`config.mk`:
```
export PLATFORM = sky130hd
export DESIGN_NAME = first_fit_block_allocator_top
export DESIGN_NICKNAME = d
export VERILOG_FILES = /design/src/hw/rtl/ffba_pkg.sv /design/src/hw/rtl/ffba_ram.sv /design/src/hw/rtl/ffba_align.sv /design/src/hw/rtl/ffba_seq.sv /design/src/hw/rtl/first_fit_block_allocator_top.sv
export VERILOG_INCLUDE_DIRS = /design/src /design/src/hw/rtl
export SDC_FILE = /design/constraint.sdc
export NUM_CORES = 2
export LEC_CHECK = 0
export ABC_AREA = 1
export ABC_CLOCK_PERIOD_IN_PS = 6850
export BUFFER_PORTS_ARGS = -buffer_cell sky130_fd_sc_hd__buf_2
export CAP_MARGIN = 10
export CORE_MARGIN = 2
export CORE_UTILIZATION = 32
export DETAILED_ROUTE_END_ITERATION = 16
export PLACE_DENSITY_LB_ADDON = 0.2
export RECOVER_POWER = 25
export SLEW_MARGIN = 10
export SYNTH_ARGS = -nofsm -noshare
export SYNTH_HDL_FRONTEND = slang
export SYNTH_HIERARCHICAL = 1
export SYNTH_SLANG_ARGS = --single-unit
export TNS_END_PERCENT = 1
```
`constraint.sdc`:
```
create_clock -name clk -period 6.85 [get_ports clk]
set_clock_uncertainty 0.1 [all_clocks]
set_input_delay 0.685 -clock clk [delete_from_list [all_inputs] [get_ports clk]]
set_output_delay 0.685 -clock clk [all_outputs]
set_load 0.1 [all_outputs]
```
`src/hw/rtl/first_fit_block_allocator_top_defines.svh`:
```
// Assertion macros shared by the allocator RTL.
// Included by ffba_seq and first_fit_block_allocator_top; no other dependencies.
`ifndef FIRST_FIT_BLOCK_ALLOCATOR_TOP_DEFINES_SVH
`define FIRST_FIT_BLOCK_ALLOCATOR_TOP_DEFINES_SVH

// Same-cycle implication, disabled while reset is asserted.
`define FFBA_ASSERT_IMP(lbl, ck, rn, ante, cons, msg) \
	lbl: assert property (@(posedge ck) disable iff (!rn) (ante) |-> (cons)) \
		else $error(msg);

// Next-cycle implication, disabled while reset is asserted.
`define FFBA_ASSERT_NXT(lbl, ck, rn, ante, cons, msg) \
	lbl: assert property (@(posedge ck) disable iff (!rn) (ante) |=> (cons)) \
		else $error(msg);

`endif

```
`src/hw/rtl/ffba_pkg.sv`:
```
// Package for the first-fit block allocator: widths, codes, defaults and
// the request and response types. No dependencies.
`default_nettype none

package ffba_pkg;

	localparam int SIZE_W = 24;
	localparam int NEED_W = SIZE_W + 1;
	localparam int TOT_W  = SIZE_W + 2;
	localparam int STAT_W = 2;

	localparam int DEF_MAX_BLOCKS  = 64;
	localparam int DEF_ALIGN_BYTES = 16;
	localparam int DEF_HDR_BYTES   = 32;

	localparam logic FUNC_ALLOC = 1'b0;
	localparam logic FUNC_FREE  = 1'b1;

	localparam logic [STAT_W-1:0] ST_OK      = 2'd0;
	localparam logic [STAT_W-1:0] ST_NOOP    = 2'd1;
	localparam logic [STAT_W-1:0] ST_NOMEM   = 2'd2;
	localparam logic [STAT_W-1:0] ST_BADADDR = 2'd3;

	typedef struct packed {
		logic              func;
		logic [SIZE_W-1:0] request_size;
		logic [SIZE_W-1:0] release_addr;
	} req_t;

	typedef struct packed {
		logic [SIZE_W-1:0] payload_addr;
		logic [STAT_W-1:0] status;
	} rsp_t;

endpackage

`default_nettype wire

```
`src/hw/rtl/ffba_ram.sv`:
```
// Generic simple dual-port RAM: one write port, one read port, registered read.
// No dependencies.
`default_nettype none

module ffba_ram #(
	parameter int WIDTH = 25,
	parameter int DEPTH = 64
) (
	input  wire logic                     clk,
	input  wire logic                     we,
	input  wire logic [$clog2(DEPTH)-1:0] waddr,
	input  wire logic [WIDTH-1:0]         wdata,
	input  wire logic [$clog2(DEPTH)-1:0] raddr,
	output logic      [WIDTH-1:0]         rdata
);

	logic [WIDTH-1:0] mem [DEPTH];

	always_ff @(posedge clk) begin
		if (we) begin
			mem[waddr] <= wdata;
		end
		rdata <= mem[raddr];
	end

endmodule

`default_nettype wire

```
`src/hw/rtl/ffba_align.sv`:
```
// Round-up unit: rounds a request size up to a multiple of the alignment, by a
// registered reciprocal multiplication and multiply back. Depends on ffba_pkg.
`default_nettype none

module ffba_align
	import ffba_pkg::*;
#(
	parameter int ALIGN_BYTES = DEF_ALIGN_BYTES
) (
	input  wire logic              clk,
	input  wire logic              arst_n,
	input  wire logic              start,
	input  wire logic [SIZE_W-1:0] value,
	output logic                   done,
	output logic      [NEED_W-1:0] result
);

	localparam int LG = $clog2(ALIGN_BYTES);
	localparam int MW = NEED_W + 1;
	localparam int SH = NEED_W + LG;
	localparam int PW = NEED_W + MW;
	localparam int QW = PW - SH;
	localparam int AW = $clog2(ALIGN_BYTES + 1);
	localparam int BW = QW + AW;

	localparam logic [63:0]       RECIP_L = ((64'd1 << SH) + 64'(ALIGN_BYTES - 1))
		/ 64'(ALIGN_BYTES);
	localparam logic [MW-1:0]     RECIP   = RECIP_L[MW-1:0];
	localparam logic [NEED_W-1:0] BIAS    = NEED_W'(ALIGN_BYTES - 1);
	localparam logic [AW-1:0]     ALIGN_A = AW'(ALIGN_BYTES);

	logic              go_q;
	logic              done_q;
	logic [QW-1:0]     quot_q;
	logic [NEED_W-1:0] result_q;
	logic [NEED_W-1:0] biased;
	logic [PW-1:0]     prod;
	logic [BW-1:0]     back;

	assign biased = {1'b0, value} + BIAS;
	assign prod   = PW'(biased) * PW'(RECIP);
	assign back   = BW'(quot_q) * BW'(ALIGN_A);

	always_ff @(posedge clk or negedge arst_n) begin
		if (!arst_n) begin
			go_q     <= 1'b0;
			done_q   <= 1'b0;
			quot_q   <= '0;
			result_q <= '0;
		end else begin
			go_q   <= start;
			done_q <= go_q;
			if (start) begin
				quot_q <= prod[PW-1:SH];
			end
			if (go_q) begin
				result_q <= NEED_W'(back);
			end
		end
	end

	assign done   = done_q;
	assign result = result_q;

endmodule

`default_nettype wire

```
`src/hw/rtl/ffba_seq.sv`:
```
// Allocator sequencer: block table RAM, scan, merge and compaction passes.
// Depends on ffba_pkg, ffba_ram, ffba_align and the shared assertion macros.
`default_nettype none
`include "first_fit_block_allocator_top_defines.svh"

module ffba_seq
	import ffba_pkg::*;
#(
	parameter int MAX_BLOCKS  = DEF_MAX_BLOCKS,
	parameter int ALIGN_BYTES = DEF_ALIGN_BYTES,
	parameter int HDR_BYTES   = DEF_HDR_BYTES
) (
	input  wire logic              clk,
	input  wire logic              arst_n,
	input  wire logic              req_valid,
	input  wire req_t              req,
	input  wire logic [SIZE_W-1:0] heap_limit,
	output logic                   idle,
	output logic                   res_valid,
	input  wire logic              res_ready,
	output rsp_t                   rsp
);

	localparam int IDX_W  = $clog2(MAX_BLOCKS);
	localparam int CNT_W  = $clog2(MAX_BLOCKS + 1);
	localparam int ENT_W  = SIZE_W + 1;
	localparam int GROW_W = TOT_W + 1;
	localparam int HDR_ALIGNED = ((HDR_BYTES + ALIGN_BYTES - 1) / ALIGN_BYTES) * ALIGN_BYTES;

	localparam logic [NEED_W-1:0] HDR_N  = NEED_W'(HDR_BYTES);
	localparam logic [TOT_W-1:0]  HDR_T  = TOT_W'(HDR_BYTES);
	localparam logic [TOT_W-1:0]  HDRA_T = TOT_W'(HDR_ALIGNED);
	localparam logic [CNT_W-1:0]  MAX_C  = CNT_W'(MAX_BLOCKS);

	localparam logic [2:0] S_IDLE  = 3'd0;
	localparam logic [2:0] S_ALIGN = 3'd1;
	localparam logic [2:0] S_SCAN  = 3'd2;
	localparam logic [2:0] S_FWD   = 3'd3;
	localparam logic [2:0] S_CMP   = 3'd4;
	localparam logic [2:0] S_RESP  = 3'd5;

	logic [2:0]        state_q;
	logic              func_q;
	logic [SIZE_W-1:0] rel_q;
	logic [NEED_W-1:0] need_q;
	logic [CNT_W-1:0]  idx_q;
	logic              chk_v_q;
	logic [IDX_W-1:0]  chk_idx_q;
	logic [SIZE_W-1:0] off_q;
	logic              prev_v_q;
	logic              prev_free_q;
	logic [SIZE_W-1:0] prev_size_q;
	logic [IDX_W-1:0]  base_q;
	logic [SIZE_W-1:0] acc_q;
	logic [CNT_W-1:0]  dst_q;
	logic [CNT_W-1:0]  count_q;
	logic [SIZE_W-1:0] heap_used_q;
	rsp_t              rsp_q;

	logic              align_start;
	logic              align_done;
	logic [NEED_W-1:0] align_result;

	logic              wr_en;
	logic [IDX_W-1:0]  wr_addr;
	logic [ENT_W-1:0]  wr_data;
	logic [ENT_W-1:0]  rd_data;

	logic              issue;
	logic [SIZE_W-1:0] ent_size;
	logic              ent_free;
	logic [NEED_W-1:0] off_hdr;
	logic [SIZE_W-1:0] off_step;
	logic [SIZE_W-1:0] acc_step;
	logic              alloc_hit;
	logic              rel_hit;
	logic              scan_end;
	logic [TOT_W-1:0]  total;
	logic [GROW_W-1:0] grow;
	logic              full;
	logic              over;
	logic              append_ok;
	logic [SIZE_W-1:0] new_size;
	logic              fwd_go;
	logic              merge_prev;
	logic [IDX_W-1:0]  p_idx;
	logic [CNT_W-1:0]  p_next;
	logic [CNT_W-1:0]  k_cnt;
	logic [SIZE_W-1:0] merged;

	assign issue     = idx_q < count_q;
	assign ent_size  = rd_data[SIZE_W-1:0];
	assign ent_free  = rd_data[SIZE_W];
	assign off_hdr   = {1'b0, off_q} + HDR_N;
	assign off_step  = SIZE_W'(off_hdr + {1'b0, ent_size});
	assign acc_step  = SIZE_W'({1'b0, acc_q} + HDR_N + {1'b0, ent_size});
	assign alloc_hit = chk_v_q && (func_q == FUNC_ALLOC) && ent_free
		&& ({1'b0, ent_size} >= need_q);
	assign rel_hit   = chk_v_q && (func_q == FUNC_FREE) && (off_hdr == {1'b0, rel_q});
	assign scan_end  = !chk_v_q && !issue;
	assign total     = {1'b0, need_q} + HDRA_T;
	assign grow      = GROW_W'(heap_used_q) + GROW_W'(total);
	assign full      = count_q == MAX_C;
	assign over      = grow > GROW_W'(heap_limit);
	assign append_ok = (func_q == FUNC_ALLOC) && !full && !over;
	assign new_size  = SIZE_W'(total - HDR_T);
	assign fwd_go    = chk_v_q && ent_free;
	assign merge_prev = prev_v_q && prev_free_q;
	assign p_idx     = merge_prev ? base_q - IDX_W'(1) : base_q;
	assign p_next    = CNT_W'(p_idx) + CNT_W'(1);
	assign k_cnt     = chk_v_q ? CNT_W'(chk_idx_q) : count_q;
	assign merged    = merge_prev ? SIZE_W'({1'b0, prev_size_q} + HDR_N + {1'b0, acc_q}) : acc_q;

	assign align_start = (state_q == S_IDLE) && req_valid && (req.func == FUNC_ALLOC)
		&& (req.request_size != '0);

	always_comb begin
		wr_en   = 1'b0;
		wr_addr = chk_idx_q;
		wr_data = {1'b0, ent_size};
		unique case (state_q)
			S_SCAN: begin
				if (alloc_hit) begin
					wr_en = 1'b1;
				end else if (!chk_v_q && scan_end && append_ok) begin
					wr_en   = 1'b1;
					wr_addr = count_q[IDX_W-1:0];
					wr_data = {1'b0, new_size};
				end
			end
			S_FWD: begin
				if (!fwd_go) begin
					wr_en   = 1'b1;
					wr_addr = p_idx;
					wr_data = {1'b1, merged};
				end
			end
			S_CMP: begin
				if (chk_v_q) begin
					wr_en   = 1'b1;
					wr_addr = dst_q[IDX_W-1:0];
					wr_data = rd_data;
				end
			end
			default: begin
				wr_en = 1'b0;
			end
		endcase
	end

	ffba_ram #(
		.WIDTH(ENT_W),
		.DEPTH(MAX_BLOCKS)
	) u_table (
		.clk  (clk),
		.we   (wr_en),
		.waddr(wr_addr),
		.wdata(wr_data),
		.raddr(idx_q[IDX_W-1:0]),
		.rdata(rd_data)
	);

	ffba_align #(
		.ALIGN_BYTES(ALIGN_BYTES)
	) u_align (
		.clk   (clk),
		.arst_n(arst_n),
		.start (align_start),
		.value (req.request_size),
		.done  (align_done),
		.result(align_result)
	);

	always_ff @(posedge clk or negedge arst_n) begin
		if (!arst_n) begin
			state_q     <= S_IDLE;
			func_q      <= FUNC_ALLOC;
			rel_q       <= '0;
			need_q      <= '0;
			idx_q       <= '0;
			chk_v_q     <= 1'b0;
			chk_idx_q   <= '0;
			off_q       <= '0;
			prev_v_q    <= 1'b0;
			prev_free_q <= 1'b0;
			prev_size_q <= '0;
			base_q      <= '0;
			acc_q       <= '0;
			dst_q       <= '0;
			count_q     <= '0;
			heap_used_q <= '0;
			rsp_q       <= '0;
		end else begin
			unique case (state_q)
				S_IDLE: begin
					if (req_valid) begin
						func_q   <= req.func;
						rel_q    <= req.release_addr;
						idx_q    <= '0;
						chk_v_q  <= 1'b0;
						off_q    <= '0;
						prev_v_q <= 1'b0;
						rsp_q    <= '{payload_addr: '0, status: ST_NOOP};
						if (req.func == FUNC_ALLOC) begin
							state_q <= (req.request_size == '0) ? S_RESP : S_ALIGN;
						end else begin
							state_q <= (req.release_addr == '0) ? S_RESP : S_SCAN;
						end
					end
				end
				S_ALIGN: begin
					if (align_done) begin
						need_q  <= align_result;
						state_q <= S_SCAN;
					end
				end
				S_SCAN: begin
					chk_v_q <= issue;
					if (issue) begin
						idx_q     <= idx_q + CNT_W'(1);
						chk_idx_q <= idx_q[IDX_W-1:0];
					end
					if (alloc_hit) begin
						rsp_q   <= '{payload_addr: SIZE_W'(off_hdr), status: ST_OK};
						state_q <= S_RESP;
					end else if (rel_hit) begin
						acc_q   <= ent_size;
						base_q  <= chk_idx_q;
						state_q <= S_FWD;
					end else if (chk_v_q) begin
						off_q       <= off_step;
						prev_size_q <= ent_size;
						prev_free_q <= ent_free;
						prev_v_q    <= 1'b1;
					end else if (scan_end) begin
						state_q <= S_RESP;
						if (func_q == FUNC_FREE) begin
							rsp_q <= '{payload_addr: '0, status: ST_BADADDR};
						end else if (!append_ok) begin
							rsp_q <= '{payload_addr: '0, status: ST_NOMEM};
						end else begin
							rsp_q <= '{payload_addr: SIZE_W'({1'b0, heap_used_q} + HDR_N),
								status: ST_OK};
							count_q     <= count_q + CNT_W'(1);
							heap_used_q <= SIZE_W'(grow);
						end
					end
				end
				S_FWD: begin
					if (issue) begin
						chk_idx_q <= idx_q[IDX_W-1:0];
					end
					if (fwd_go) begin
						chk_v_q <= issue;
						acc_q   <= acc_step;
						if (issue) begin
							idx_q <= idx_q + CNT_W'(1);
						end
					end else begin
						rsp_q   <= '{payload_addr: '0, status: ST_OK};
						chk_v_q <= 1'b0;
						if (k_cnt == p_next) begin
							state_q <= S_RESP;
						end else begin
							dst_q   <= p_next;
							idx_q   <= k_cnt;
							state_q <= S_CMP;
						end
					end
				end
				S_CMP: begin
					chk_v_q <= issue;
					if (issue) begin
						idx_q     <= idx_q + CNT_W'(1);
						chk_idx_q <= idx_q[IDX_W-1:0];
					end
					if (chk_v_q) begin
						dst_q <= dst_q + CNT_W'(1);
					end else if (!issue) begin
						count_q <= dst_q;
						state_q <= S_RESP;
					end
				end
				S_RESP: begin
					if (res_ready) begin
						state_q <= S_IDLE;
					end
				end
				default: begin
					state_q <= S_IDLE;
				end
			endcase
		end
	end

	assign idle      = state_q == S_IDLE;
	assign res_valid = state_q == S_RESP;
	assign rsp       = rsp_q;

	`FFBA_ASSERT_IMP(a_cmp_dst_below_src, clk, arst_n, (state_q == S_CMP) && chk_v_q, dst_q < idx_q, "compaction write overtakes read")
	`FFBA_ASSERT_IMP(a_chk_in_table, clk, arst_n, ((state_q == S_SCAN) || (state_q == S_FWD)) && chk_v_q, CNT_W'(chk_idx_q) < count_q, "table read beyond entry count")
	`FFBA_ASSERT_NXT(a_append_count, clk, arst_n, (state_q == S_SCAN) && scan_end && append_ok, count_q == $past(count_q) + CNT_W'(1), "append did not grow table")

endmodule

`default_nettype wire

```
`src/hw/rtl/first_fit_block_allocator_top.sv`:
```
// First-fit block allocator with coalescing.
//
// Slave stream carries one request per transfer: tuser is the function (allocate
// or release), tdata the request size and the release address. Master stream
// carries one result per transfer: tdata the payload offset, tuser the status.
// The heap limit register is written through cfg_we / cfg_wdata; the user must
// write it only while idle, which the block itself does not enforce.
//
// One request is in flight at a time; s_tready is high only while the sequencer
// waits for work. The block table is scanned through a single RAM read port, one
// entry per cycle. An allocate rounds the size up, then scans; a release scans
// for the address, absorbs free successors and a free predecessor, then shifts
// the later entries down over the absorbed ones. Zero-size and null requests
// skip the scan and answer with the no-op status.
// A result sits in the output register; the next request is accepted while it
// waits, and the sequencer holds its following result until the slot drains.
// Reset empties the table, clears the heap and sets the limit to all ones.
// Depends on ffba_pkg, ffba_seq and the shared assertion macros.
`default_nettype none
`include "first_fit_block_allocator_top_defines.svh"

module first_fit_block_allocator_top
	import ffba_pkg::*;
#(
	parameter int MAX_BLOCKS  = DEF_MAX_BLOCKS,
	parameter int ALIGN_BYTES = DEF_ALIGN_BYTES,
	parameter int HDR_BYTES   = DEF_HDR_BYTES
) (
	input  wire logic        clk,
	input  wire logic        arst_n,
	input  wire logic        s_tvalid,
	output logic             s_tready,
	input  wire logic [47:0] s_tdata,   // request_size[23:0], release_addr[47:24]
	input  wire logic [0:0]  s_tuser,   // func[0]
	output logic             m_tvalid,
	input  wire logic        m_tready,
	output logic      [23:0] m_tdata,   // payload_addr[23:0]
	output logic      [1:0]  m_tuser,   // status[1:0]
	input  wire logic        cfg_we,
	input  wire logic [23:0] cfg_wdata
);

	logic              m_tvalid_q;
	rsp_t              out_q;
	logic [SIZE_W-1:0] heap_limit_q;
	logic              seq_idle;
	logic              res_valid;
	logic              res_ready;
	rsp_t              rsp;
	req_t              req;
	logic              in_xfer;

	assign in_xfer  = s_tvalid && s_tready;
	assign s_tready = seq_idle;
	assign req      = '{func: s_tuser[0], request_size: s_tdata[23:0],
		release_addr: s_tdata[47:24]};
	assign res_ready = !m_tvalid_q || m_tready;

	always_ff @(posedge clk or negedge arst_n) begin
		if (!arst_n) begin
			heap_limit_q <= '1;
		end else if (cfg_we) begin
			heap_limit_q <= cfg_wdata;
		end
	end

	ffba_seq #(
		.MAX_BLOCKS (MAX_BLOCKS),
		.ALIGN_BYTES(ALIGN_BYTES),
		.HDR_BYTES  (HDR_BYTES)
	) u_seq (
		.clk       (clk),
		.arst_n    (arst_n),
		.req_valid (in_xfer),
		.req       (req),
		.heap_limit(heap_limit_q),
		.idle      (seq_idle),
		.res_valid (res_valid),
		.res_ready (res_ready),
		.rsp       (rsp)
	);

	always_ff @(posedge clk or negedge arst_n) begin
		if (!arst_n) begin
			m_tvalid_q <= 1'b0;
			out_q      <= '0;
		end else if (res_valid && res_ready) begin
			m_tvalid_q <= 1'b1;
			out_q      <= rsp;
		end else if (m_tready) begin
			m_tvalid_q <= 1'b0;
		end
	end

	assign m_tvalid = m_tvalid_q;
	assign m_tdata  = out_q.payload_addr;
	assign m_tuser  = out_q.status;

	`FFBA_ASSERT_NXT(a_one_in_flight, clk, arst_n, in_xfer, !s_tready, "second request taken while busy")

endmodule

`default_nettype wire

```
==> impl_metrics.py <==
metrics = {
    "status": {
        "status": "complete, but fails checks",
        "violations": "capacitance limit, slew limit",
    },
    "global_routing": {
        "grt_pass1_vias": 63590,
        "track_usage_pct": 21.3,
        "antenna_found_initial": 15,
        "grt_pass1_wl_um": 451000,
        "overflow": 0,
        "grt_max_degree": 175,
    },
    "logic_synthesis": {
        "yosys_warnings": 6,
        "seq_area_frac_synth_pct": 62.2,
        "synthArstFlopShare_pct": 15.8,
        "synth_edf_count": 1600,
        "synth_cell_type_count": 61,
        "synthSimpleGateAreaFrac_pct": 24.8,
        "ys.flop_type": "edfxtp_1",
        "synth_top_family_by_area": "simple AND/OR/NAND/NOR gates",
        "synthCells": 8997,
        "synth_fa_ha_area_share_pct": 2.91,
        "synth_mux_area_share_pct": 0.261,
        "syn-cell-area_um2": 90500,
        "synth.avg_cell_area_um2": 10.1,
        "synth-compound-area-share_pct": 3.35,
        "synth_xor_area_share_pct": 1.29,
        "synth_seq_cells": 1931,
    },
    "sta": {
        "fmax_ghz": 0.156,
        "maxSlewHeadroom_pct": -243,
        "worst_slack_ps": 427,
        "max_slew.worst_pin.slew_ps": 5150,
        "finalSetupTns_ps": 0,
        "finalCritPeriodShare_pct": 93.8,
        "fin_crit_ps": 6420,
        "hold_viol_final": 0,
        "hold_ws_ps": 72.2,
        "drv_slew": 370,
        "setup_viol": 0,
        "rsz0062_at_grt": "no",
    },
    "power": {
        "power_mw": 47.8,
        "power_density_nw_per_um2": 462,
        "leakage_nw": 40.6,
        "peakVddDrop_v": 0.000575,
    },
    "critical_path": {
        "crit_required_ps": 7240,
        "worstReg2RegEnd": "u_seq/u_table/mem[1][7]",
        "r2r_setup_slack_ps": 430,
        "crit_path_start": "u_seq/need_q[6]",
        "endpoint": "u_seq/u_table/mem[1][7]",
        "crit_type": "reg2reg",
        "critPathMaxFanout": 66,
        "endpoint_kind": "flop",
        "crit_path_start_kind": "flop",
        "ff2ff_path_depth": 26,
        "r2r-start": "u_seq/need_q[6]",
        "cp_data_arrival_time_ps": 6810,
    },
    "run": {
        "maxCapViolCount": 8,
    },
    "finish": {
        "stdcell_area_um2": 103000,
        "layout-drive-gt1-share_pct": 8.79,
        "final_nets": 9432,
        "area_growth_pct": 14.4,
    },
    "clock_tree": {
        "numCtsBuffers": 219,
        "htree_num_levels": 4,
        "clock_latency_ps": 890,
        "clkTransAtPathRegs_ps": 60,
        "clockBufferDepth": 4,
        "cts_tree": "built",
        "ctsRootBufferMaster": "clkbuf_16",
        "cts_num_sinks": 1931,
    },
    "placed_design": {
        "post_dp_cell_area_um2": 95900,
        "portBuffers": 105,
        "pre_cts_slack_ps": 48.0,
        "routabilityCongestion": 0.916,
        "hpwl_um": 197000,
    },
    "floorplanning": {
        "core_area_um2": 282000,
        "dieWidth_um": 536,
        "die_area_um2": 287000,
        "die_h_um": 536,
        "initial_utilization_pct": 32.1,
        "pin_count": 106,
        "rows": 195,
    },
    "detailed_routing": {
        "drt_iter0_drc": 6985,
        "ant_nets": 0,
        "wirelength_um": 314000,
        "wl_per_cell_um": 24.1,
        "avgViaCountPerCell": 5.14,
        "dr.pass1.iters": 6,
        "vias": 67201,
        "remaining_drc_errors": 0,
    },
    "hold_path": {
        "hp-class": "in2reg",
        "holdPathStages": 3,
    },
}
## synthesized netlist by cell type, types with 29 or more instances
cell type / instances / area share, %
nand4_1: 100 / 0.69
buf_2: 218 / 1.2
clkbuf_1: 81 / 0.34
dfrtp_1: 282 / 7.8
nor2_1: 322 / 1.3
inv_1: 453 / 1.9
ha_1: 204 / 2.8
nand2_1: 3023 / 13
nand3_1: 1621 / 9.0
edfxtp_1: 1600 / 53
xnor2_1: 29 / 0.28
xor2_1: 104 / 1.0
o21ai_0: 221 / 1.2
nor3_1: 49 / 0.27
o22ai_1: 29 / 0.20
buf_6: 113 / 1.4
a21oi_1: 188 / 1.0
## state kept, by name, indices dropped and copies added (netlist names), 7 cells and up
name and count:
heap_limit_q 24, u_seq/idx_q 7, u_seq/prev_size_q 24, u_seq/rsp 26, u_seq/u_align/quot_q 21, u_seq/u_table/mem 1600, u_seq/heap_used_q 24, u_seq/count_q 7
u_seq/acc_q 24, u_seq/off_q 24, u_seq/u_table/rdata 25, u_seq/u_align/result 21, u_seq/rel_q 24, m_tdata 24, u_seq/need_q 25, u_seq/dst_q 7
## report_power, final
part           switching (mW)  internal [mW]
logic                    14.3           4.40
clock network            4.88           6.99
registers               0.983           16.3
## layer usage
metal,routed length (um),track usage (%)
met5,26,0
met3,21900,3.28
met1,136000,29.3
met2,145000,34.2
met4,11500,7.36
## worst max-delay path, stage by stage (launching register included)
cell      delay [ps]
dfrtp_1          400
ha_1             250
nand3_2          180
nor2_4           170
xor2_1           260
inv_1            150
ha_1             340
a21oi_1          230
o21bai_1         110
a21oi_1          130
nand3_1          200
a21oi_1          220
xor2_1           230
ha_1             280
nand2_1          110
nor2_1            60
a211oi_1         210
nand2_1          100
nand2_1           60
nand2_1           70
nand2_2          220
nand4_2          380
clkbuf_4         290
nand2_1           60
nand3_1          120
nand3_4          100
buf_4            930
## through the flow
step	util, %	instances
CTS	36.7	13051
floorplan	-	9000
global route	36.7	13064
finish	36.7	13069
global placement	34.0	12607
detailed placement	34.0	12608
## cell families after synthesis
logic type,count (synthesis)
AO/OA/AOI/OAI,551
adder cells (fa/ha/maj),208
flip-flops,1931
XOR/XNOR,133
multiplexers,21
other,1
buffers and inverters,923
AND/OR/NAND/NOR,5229
## cell usage in the layout (no fill, tap or decap), types with 12 or more instances in the layout
cell / n
a21o_1: 12
a21oi_1: 188
a22oi_1: 19
a31oi_1: 13
buf_12: 72
buf_2: 76
buf_4: 121
bufinv_16: 26
clkbuf_1: 81
clkbuf_16: 223
clkinv_1: 40
clkinv_2: 34
dfrtp_1: 278
dfstp_1: 16
dfxtp_1: 25
dlygate4sd3_1: 52
edfxtp_1: 1600
ha_1: 204
inv_1: 451
mux2_2: 21
nand2_1: 3026
nand2_2: 15
nand3_1: 1593
nand3_2: 13
nand3_4: 19
nand4_1: 100
nor2_1: 261
nor2_2: 60
nor2_4: 33
nor3_1: 44
nor4_1: 22
o21ai_0: 238
o21bai_1: 20
o22ai_1: 29
or2_2: 16
xnor2_1: 29
xor2_1: 103
## cell type report
cell class                      instances  area [um^2]
Antenna cell                           10         25.0
Clock buffer                          270         5820
Clock inverter                        121         1310
Fill cell                           28081       178000
Inverter                              467         1800
Multi-Input combinational cell       6147        30000
Sequential cell                      1931        56200
Tap cell                             3743         4680
Timing Repair Buffer                  380         3540
## what timing repair did
action | 4_1_cts | 5_1_grt
resized for setup | 0 | 17
hold buffers | 52 | 0
setup endpoints to repair | 0 | 1971
buffers inserted | 0 | 7
endpoints found under the hold margin | 133 | 0
## worst min path at each step
stage | start | endpoint
floorplan | arst_n | m_tdata[0]
global placement | m_tdata[20] | m_tdata[20]
detailed placement | m_tdata[6] | m_tdata[6]
CTS | s_tdata[20] | u_seq/u_align/quot_q[16]
global route | s_tdata[8] | u_seq/u_align/quot_q[4]
finish | s_tdata[8] | u_seq/u_align/quot_q[4]
No activity file was read; power rests on OpenSTA's default activity.
